<file path="config.mk">
export PLATFORM = sky130hd
export DESIGN_NAME = supl_cell
export DESIGN_NICKNAME = d
export VERILOG_FILES = /design/src/supl_pkg.sv /design/src/supl_cell.sv
export SDC_FILE = /design/constraint.sdc
export NUM_CORES = 1
export LEC_CHECK = 0
export BUFFER_PORTS_ARGS = -buffer_cell sky130_fd_sc_hd__buf_4
export CAP_MARGIN = 10
export CORE_MARGIN = 8
export CORE_UTILIZATION = 47
export CTS_BUF_LIST = sky130_fd_sc_hd__clkbuf_4 sky130_fd_sc_hd__clkbuf_8
export DETAILED_ROUTE_END_ITERATION = 10
export GPL_TIMING_DRIVEN = 0
export PLACE_DENSITY = 0.82
export RECOVER_POWER = 50
export SLEW_MARGIN = 20
export SYNTH_ARGS = -nofsm -noshare
export SYNTH_HDL_FRONTEND = slang
export SYNTH_SLANG_ARGS = --single-unit
export TNS_END_PERCENT = 5
</file>
<file path="constraint.sdc">
create_clock -name i_clk -period 6.8 [get_ports i_clk]
set_clock_uncertainty 0.15 [all_clocks]
set_input_delay 1.36 -clock i_clk [delete_from_list [all_inputs] [get_ports i_clk]]
set_output_delay 1.36 -clock i_clk [all_outputs]
set_load 0.005 [all_outputs]
</file>
<file path="src/supl_pkg.sv">
`default_nettype none

package supl_pkg;

    localparam int DEPTH_DEF = 128;
    localparam int PRI_W     = 16;
    localparam int ID_W      = 16;
    localparam int RANK_W    = 7;
    localparam int COUNT_W   = 8;

    typedef enum logic [1:0] {
        OP_INSERT = 2'd0,
        OP_READ   = 2'd1,
        OP_CLEAR  = 2'd2,
        OP_NONE   = 2'd3
    } t_op;

    typedef enum logic [2:0] {
        ST_INSERTED = 3'd0,
        ST_FULL     = 3'd1,
        ST_READ_OK  = 3'd2,
        ST_READ_OOR = 3'd3,
        ST_CLEARED  = 3'd4
    } t_status;

    typedef struct packed {
        logic signed [PRI_W-1:0] pri;
        logic        [ID_W-1:0]  id;
    } t_key;

    // true when key a orders strictly after key b
    function automatic logic key_after(input t_key a, input t_key b);
        logic res;
        if (a.pri != b.pri) begin
            res = $signed(a.pri) > $signed(b.pri);
        end else begin
            res = a.id > b.id;
        end
        return res;
    endfunction

endpackage

`default_nettype wire

</file>
<file path="src/supl_cell.sv">
`default_nettype none

module supl_cell
    import supl_pkg::*;
(
    input  wire logic i_clk,
    input  wire logic i_load,
    input  wire logic i_empty,
    input  wire t_key i_new,
    input  wire t_key i_prev,
    input  wire logic i_prev_after,
    output t_key      o_key,
    output logic      o_after
);

    t_key r_key;
    t_key n_key;

    assign o_after = i_empty || key_after(r_key, i_new);
    assign o_key   = r_key;

    // shift from the neighbor, or take the new entry at the insertion point
    always_comb begin
        n_key = r_key;
        if (i_load && o_after) begin
            if (i_prev_after) begin
                n_key = i_prev;
            end else begin
                n_key = i_new;
            end
        end
    end

    always_ff @(posedge i_clk) begin
        r_key <= n_key;
    end

endmodule

`default_nettype wire

</file>
======== Word-level counts from Yosys, hierarchy flattened ========
Cells that the tools add are included.
word-level totals
  register bits after elaboration ......... 32
  input bits .............................. 68
  output and inout port bits .............. 33
  logic and storage cells ................. 9
cells by class
  $lt $le $gt $ge ......................... 2
  equal/unequal tests ..................... 1
  multiplexer cells ....................... 2
  reductions and logical operators ........ 2
operators with widths
  kind               count
  $gt 16x16->1       2
  $mux 32            1
  $ne 16x16->1       1
  $logic_and 1x1->1  1
  $logic_or 1x1->1   1
  $mux 1             1

======== Depth between registers and ports, before layout ========
Gate-level depths: netlist of run 1.
  word-level depth ........................ 4
  mapped depth ............................ 7
  gate-level depth less buffers ........... 7

======== Least setup slack after synthesis of run 1 ========
OpenSTA, ideal clock, no wires.
  kind .................................... input to register
  from .................................... input port i_new[1] (netlist bit)
  to ...................................... register r_key (netlist bit o_key[0]) (enable)
  library setup time ...................... 0.419 ns
  data arrival time ....................... 3.724 ns
  slack ................................... 2.507 ns
  stages .................................. 7
  path buffers ............................ 0
  cell sequence ........................... inv_1 > ha_1 > nor2b_2 > o211ai_1 > a2111oi_2 > nor3_2 > o32ai_2
between the ends
  word-level cells in the longest chain between the ends .. 4
RTL lines
  what                    line             RTL
  start: declaration      supl_cell.sv:9   input wire t_key i_new,
  $gt 16x16->1            supl_pkg.sv:37   res = a.id > b.id;
  $mux 1                  supl_pkg.sv:34   if (a.pri != b.pri) begin
  $logic_or 1x1->1        supl_cell.sv:19  assign o_after = i_empty || key_after(r_key, i_new);
  $logic_and 1x1->1       supl_cell.sv:25  if (i_load && o_after) begin
  end signal: assignment  supl_cell.sv:35  r_key <= n_key;
  end: declaration        supl_cell.sv:16  t_key r_key;
No other way between the ends.
A chain may end at the register's enable or synchronous reset.

======== Worst setup path in the final report of run 1 ========
  from .................................... input port i_new[14] (netlist bit)
  to ...................................... output port o_after
between the ends
  word-level cells in the longest chain between the ends .. 3
RTL lines
  what              line             RTL
  $gt 16x16->1      supl_pkg.sv:37
  $mux 1            supl_pkg.sv:34
  $logic_or 1x1->1  supl_cell.sv:19
  end: declaration  supl_cell.sv:13  output logic o_after
No other way between the ends.

==> results of run 1 <==
[cell type report]
type	count	area [sq um]	area share, %
Timing Repair Buffer	101	724.4	23.68
Tap cell	52	65.06	2.127
Clock buffer	6	76.32	2.495
Sequential cell	32	960.9	31.41
Multi-Input combinational cell	144	1064	34.76
Clock inverter	2	11.26	0.3681
Inverter	35	131.4	4.294
Buffer	7	26.28	0.8589
[power groups by stage]
stage / clock [mW] / sequential [mW] / combinational, mW
global route: 0.163 / 0.251 / 0.162
global placement: 0 / 0.254 / 0.142
floorplan: 0 / 0.255 / 0.0684
CTS: 0.150 / 0.250 / 0.152
detailed placement: 0 / 0.254 / 0.151
finish: 0.147 / 0.249 / 0.144
[logic make-up (layout without fill, tap and decap cells)]
kind of cell             Yosys count  after routing  share of synthesized area, %
buffers and inverters             42            151                         7.263
AND/OR/NAND/NOR                   54             54                         13.14
flip-flops                        32             32                         44.27
multiplexers                       2              2                         1.037
adder cells (fa/ha/maj)           32             32                         18.44
AO/OA/AOI/OAI                     56             56                         15.85
[synthesized netlist by cell type]
master | number | area (sq um)
o21ai_1 | 2 | 10.01
o211ai_1 | 2 | 15.01
mux2_2 | 2 | 22.52
clkbuf_1 | 7 | 26.28
nand4_2 | 2 | 25.02
nor4_4 | 1 | 21.27
nor4_1 | 2 | 12.51
a211o_1 | 1 | 8.760
a2111oi_2 | 2 | 30.03
nand2_1 | 33 | 123.9
ha_1 | 32 | 400.4
a221o_1 | 1 | 10.01
nand4_1 | 6 | 37.54
nor2_1 | 2 | 7.510
nor4_2 | 1 | 12.51
nor2b_2 | 1 | 8.760
nand3_1 | 3 | 15.01
o21ai_0 | 31 | 155.2
nor2b_1 | 1 | 6.260
edfxtp_1 | 32 | 960.9
o32ai_2 | 2 | 32.53
nor3_2 | 1 | 10.01
o21a_1 | 1 | 7.510
a21oi_1 | 12 | 60.06
a21o_1 | 2 | 15.01
inv_1 | 35 | 131.4
nor3_1 | 1 | 5.000
[critical path: stages]
cell and delay, ns:
buf_4 0.08, inv_1 0.04, ha_1 0.33, a21oi_1 0.17
nand2_1 0.07, a221o_1 0.37, nor3_2 0.31, o32ai_2 0.13
buf_4 0.16
[cell usage in the layout, fill, tap and decap left out, types with 2 or more instances in the layout]
cell       instances
clkbuf_8           5
ha_1              32
o211ai_1           2
nand2_1           33
nand4_2            2
nand4_1            6
o21ai_1            2
inv_1             35
a2111oi_2          2
o21ai_0           31
a21o_1             2
buf_4             67
nor4_1             2
mux2_2             2
clkbuf_4          21
nand3_1            3
clkbuf_1          19
edfxtp_1          32
nor2_1             2
a21oi_1           12
[layer usage]
metal	vias to the layer above	part of all wire [%]	track usage, %
met5	-	0	0
met4	0	1.2	4.867
met2	83	49	28.00
met1	879	41	19.23
met3	12	9.2	7.715
li1	995	-	-
[per-stage QoR]
| step | total power, mW | util, % | worst slack [ns] | cell area (sq um) | hold WS, ns |
|---|---|---|---|---|---|
| 6_report | 0.5401 | 69.30 | 2.268 | 3059 | 1.067 |
| 5_1_grt | 0.5760 | 69.30 | 2.149 | 3059 | 1.127 |
| 4_1_cts | 0.5520 | 70.32 | 2.250 | 3104 | 1.091 |
| 3_5_place_dp | 0.4049 | 68.34 | 2.262 | 3017 | 1.074 |
| 3_3_place_gp | 0.3961 | 67.49 | 1.696 | 2979 | 1.463 |
| 2_1_floorplan | 0.3234 | - | 2.507 | 2171 | 1.230 |
[worst min-delay path by stage]
stage | from | to | slack, ns | depth (start not counted)
2_1_floorplan | o_key[31]$_DFFE_PP_ | o_key[0]$_DFFE_PP_ | 1.23 | 4
3_3_place_gp | o_key[31]$_DFFE_PP_ | o_key[0]$_DFFE_PP_ | 1.46 | 4
3_5_place_dp | o_key[31]$_DFFE_PP_ | o_key[0]$_DFFE_PP_ | 1.07 | 4
4_1_cts | o_key[31]$_DFFE_PP_ | o_key[0]$_DFFE_PP_ | 1.09 | 4
5_1_grt | o_key[31]$_DFFE_PP_ | o_key[0]$_DFFE_PP_ | 1.13 | 4
6_report | o_key[31]$_DFFE_PP_ | o_key[0]$_DFFE_PP_ | 1.07 | 4
==> impl_results.md, run 1 <==
- DRC violations left: 0
- RSZ-0062 raised after global routing: false
- Initial DRC Count: 63
- Grt total ovfl: 0
- Post-Route WL: 5.983 mm
- Clock Path Buffers: 2
- FP Rows: 24
- Max IR drop VDD: 0.0001786 V
- Worst-path clk slew: 0.07 ns
- Num CTS Buffers: 5
- Total setup buffers inserted after CTS: 0
- P&R area growth vs syn: 40.92%
- Layout Cells excl Fill: 379
- Power density cells: 176.6 mW/mm^2
- Reg2Reg Capture Point: o_key[15]$_DFFE_PP_
- DPL Wire Length: 5.072 mm
- Gr usage total: 17.01%
- Setup TNS: 0 ns
- First-pass GRT wire length: 9.887 mm
- CP endpoint kind: output port
- WL per Instance: 15.79 um
- Arr. time, crit path: 3.02 ns
- Nets@finish: 426
- Die height: 83.96 um
- Crit Path Category: primary input to output port
- R2r worst-path depth: 6
- Initial Utilization: 49.18%
- TritonCTS Sinks: 32
- Root Buffer Master: clkbuf_8
- WP data required: 5.29 ns
- Switch Pwr: 0.1512 mW
- Vias per cell: 5.195
- Static leakage: 1.445 nW
- Seq/Total Area, Yosys: 44.27%
- Reg2reg setup slack: 4.07 ns
- Clk Latency, worst-skew pair: 0.29 ns
- Final Setup Violations: 0
- Crit path from: i_new[14]
- Avg Inst Size Synth: 9.958 sq um
- Synthesized flop and latch total: 32
- Die span in x: 83.96 um
- Fin. Hold Viols: 0
- Startpoint types: primary input
- DR pass1 iterations: 4
- ANT nets after route: 0
- Final period utilization: 66.65%
- I/O Pins: 101
- Largest net degree at the start of global routing: 14
- Power Internal: 0.3889 mW
- Fillers: 387
- Post-cts resize count: 0
- H-tree depth: 2
- Sw frac: 28.00%
- Hold_buf cts: 0
- Outcome: finished clean
- Dpl cells: 371
- Comb pwr share: 26.6%
- ANT cells: 0
- Max reg flops: 32
- Post-Synthesis Cells: 218
- Core ar.: 0.004414 sq mm
- Worst slew pin tran: 0.6537 ns
- Sequential share of power: 46.2%
- Placer Congestion: 0.7705
- F_max: 0.2206 GHz
- Die Area: 0.007049 sq mm
- Final Max Slew Viols: 0
- Max-cap viol count: 0
- Hold crit path type: register to register
- # port buffers: 99
- Vias after detailed routing: 1969
- Critical path endpoint: o_after
- Initial antenna violation count: 0
- Layout cells sized above 1: 33.03%
- Vias in the first global route: 2095
- CP max FO: 3
- CTS tree: yes
- Clock share of power: 27.2%
- Synthesized cell area: 0.002171 sq mm
- Slew margin rel.: 56.02%
- Worst reg2reg path startpoint: o_key[31]$_DFFE_PP_
- Unique masters post-synth: 27
- Syn nets: 318
- Ys Warns: 0
- Post-route minimum period: 4.532 ns
No activity file was read; power rests on OpenSTA's default activity.
==> inputs of run 2 (changes only) <==
Settings changed: CORE_UTILIZATION 47 to 44, PLACE_DENSITY 0.82 to 0.8.
Clock period 6.8 ns to 4.16 ns, I/O delays scaled along.
==> impl_results.md, run 2 (synthesis gave the netlist of run 1 again) <==
- FP Rows: 25 (+4.2%)
- Area of the multi-input gates: 0.001064 sq mm (unchanged)
- Crit Path Category: primary input to output port
- DPL Wire Length: 5.082 mm (+0.20%)
- WL per Instance: 15.40 um (-2.5%)
- Startpoint types: primary input
- F_max: 0.2904 GHz
- Worst reg2reg path startpoint: o_key[30]$_DFFE_PP_
- Total setup buffers inserted after CTS: 0 (unchanged)
- R2r worst-path depth: 7 (+1)
- CP endpoint kind: output port
- Fillers: 447 (+16%)
- I/O Pins: 101 (unchanged)
- Vias after detailed routing: 1966 (-0.15%)
- RSZ-0062 raised after global routing: false
- # port buffers: 99 (unchanged)
- Hold Path End: o_key[19]$_DFFE_PP_
- Root Buffer Master: clkbuf_8
- Post-cts resize count: 0 (unchanged)
- Reg2Reg Capture Point: o_key[7]$_DFFE_PP_
- Num CTS Buffers: 5 (unchanged)
- Layout Cells excl Fill: 393 (+3.7%)
- Outcome: finished clean
- Die span in x: 86.24 um (+2.7%)
- Hold crit path type: primary input to register
- Slew margin rel.: 55.02% (-0.99 points)
- Most frequent cells in the layout: 67 x buf_4, 35 x inv_1, 33 x nand2_1, 32 x ha_1, 32 x edfxtp_1
- Grt total ovfl: 0 (unchanged)
- Power density cells: 285.7 mW/mm^2 (+62%)
- TritonCTS Sinks: 32 (unchanged)
- CTS tree: yes
- Max-cap viol count: 0 (unchanged)
- Clk Latency, worst-skew pair: 0.29 ns (about the same)
- Final period utilization: 82.77%
- Initial antenna violation count: 0 (unchanged)
- ANT nets after route: 0 (unchanged)
- Crit path from: i_new[14]
- Reg2reg setup slack: 1.25 ns (-2.82 ns)
- CP max FO: 3 (unchanged)
- Nets@finish: 426 (unchanged)
- Post-Route WL: 6.052 mm (+1.2%)
- H-tree depth: 2 (unchanged)
- Max IR drop VDD: 0.0001887 V (+5.6%)
- Max reg flops: 32 (unchanged)
- Placer Congestion: 0.7887 (+2.4%)
- ANT cells: 0 (unchanged)
- Gr usage total: 16.45% (-0.56 points)
- Most common cell after layout, fill and taps aside: buf_4
- Hold Path Depth: 3 (-1)
- Hold Crit Start: i_prev[19]
- Fin. Hold Viols: 0 (unchanged)
- Finished Core Util: 64.68% (-4.6 points)
- WP data required: 3.18 ns (-2.11 ns)
- Initial Utilization: 45.66% (-3.5 points)
- Largest net degree at the start of global routing: 13 (-1)
- Layout cells sized above 1: 33.13% (+0.10 points)
- Vias per cell: 5.003 (-3.7%)
- Register area: 960.9 sq um (unchanged)
- Static leakage: 1.449 nW (+0.24%)
- First-pass GRT wire length: 9.804 mm (-0.84%)
- Vias in the first global route: 2052 (-2.1%)
- Post-route minimum period: 3.443 ns
- DRC violations left: 0 (unchanged)
- Core ar.: 0.004755 sq mm (+7.7%)
- Die Area: 0.007437 sq mm (+5.5%)
- DR pass1 iterations: 4 (unchanged)
- Worst slew pin tran: 0.6685 ns (+0.01479 ns)
- Worst-path clk slew: 0.07 ns (about the same)
- P&R area growth vs syn: 41.67%
- Clock Path Buffers: 2 (unchanged)
- Dpl cells: 386 (+4.0%)
- Final Max Slew Viols: 0 (unchanged)
- Final Setup Violations: 0 (unchanged)
- Die height: 86.24 um (+2.7%)
- Hold_buf cts: 0 (unchanged)
- Initial DRC Count: 53 (-16%)
- Arr. time, crit path: 2.46 ns (-0.56 ns)
[run 2: cell types whose count changed in the layout (fill, tap and decap cells not counted)]
cell and change:
clkinvlp_4 -1, buf_6 -1, clkinv_2 +1, buf_8 +1
clkinv_1 -1
[run 2: metal layers]
layer | part of all wire (%) | wire (um) | track usage (%)
met1 | 42 | 2515 | 18.62
met2 | 47 | 2858 | 27.15
met3 | 10 | 631 | 7.940
met4 | 0.76 | 46 | 4.069
met5 | 0 | 0 | 0
[run 2: layout make-up]
type	count	area share, %
Multi-Input combinational cell	144	34.58
Sequential cell	32	31.24
Timing Repair Buffer	101	23.68
Inverter	35	4.272
Tap cell	67	2.726
Clock buffer	6	2.482
Buffer	7	0.8544
Clock inverter	1	0.1627
[run 2: power by group]
part	switching [mW]	internal (mW)	total, mW
sequential	0.0158	0.393	0.409
combinational	0.115	0.121	0.236
clock	0.114	0.120	0.234
[run 2: worst max-delay path: stages]
cell and delay [ns]:
buf_4 0.08, inv_1 0.04, ha_1 0.32, a21oi_1 0.15, nand2_1 0.07, a221o_1 0.37, nor3_2 0.31, o32ai_2 0.14
buf_4 0.16
[run 2: how the worst max path moves through the flow]
stage	to	slack, ns	depth (start not counted)
final	o_after	0.72	9
after global routing	o_after	0.56	9
after CTS	o_after	0.70	9
after detailed placement	o_key[18]$_DFFE_PP_	0.68	9
after global placement	o_key[17]$_DFFE_PP_	-0.41	7
after floorplan	o_key[0]$_DFFE_PP_	0.40	7
[run 2: through the flow]
| step | worst slack [ns] | area (sq um) | power (mW) | setup TNS [ns] | hold WS [ns] |
|---|---|---|---|---|---|
| after global routing | 0.5633 | 3075 | 0.9340 | 0 | 0.6695 |
| after global placement | -0.4092 | 2998 | 0.6487 | -13.07 | 0.9578 |
| after CTS | 0.6970 | 3120 | 0.8975 | 0 | 0.6671 |
| final | 0.7167 | 3075 | 0.8787 | 0 | 0.6763 |
| after detailed placement | 0.6844 | 3039 | 0.6630 | 0 | 0.9643 |
| after floorplan | 0.3953 | 2171 | 0.5286 | 0 | 0.8691 |
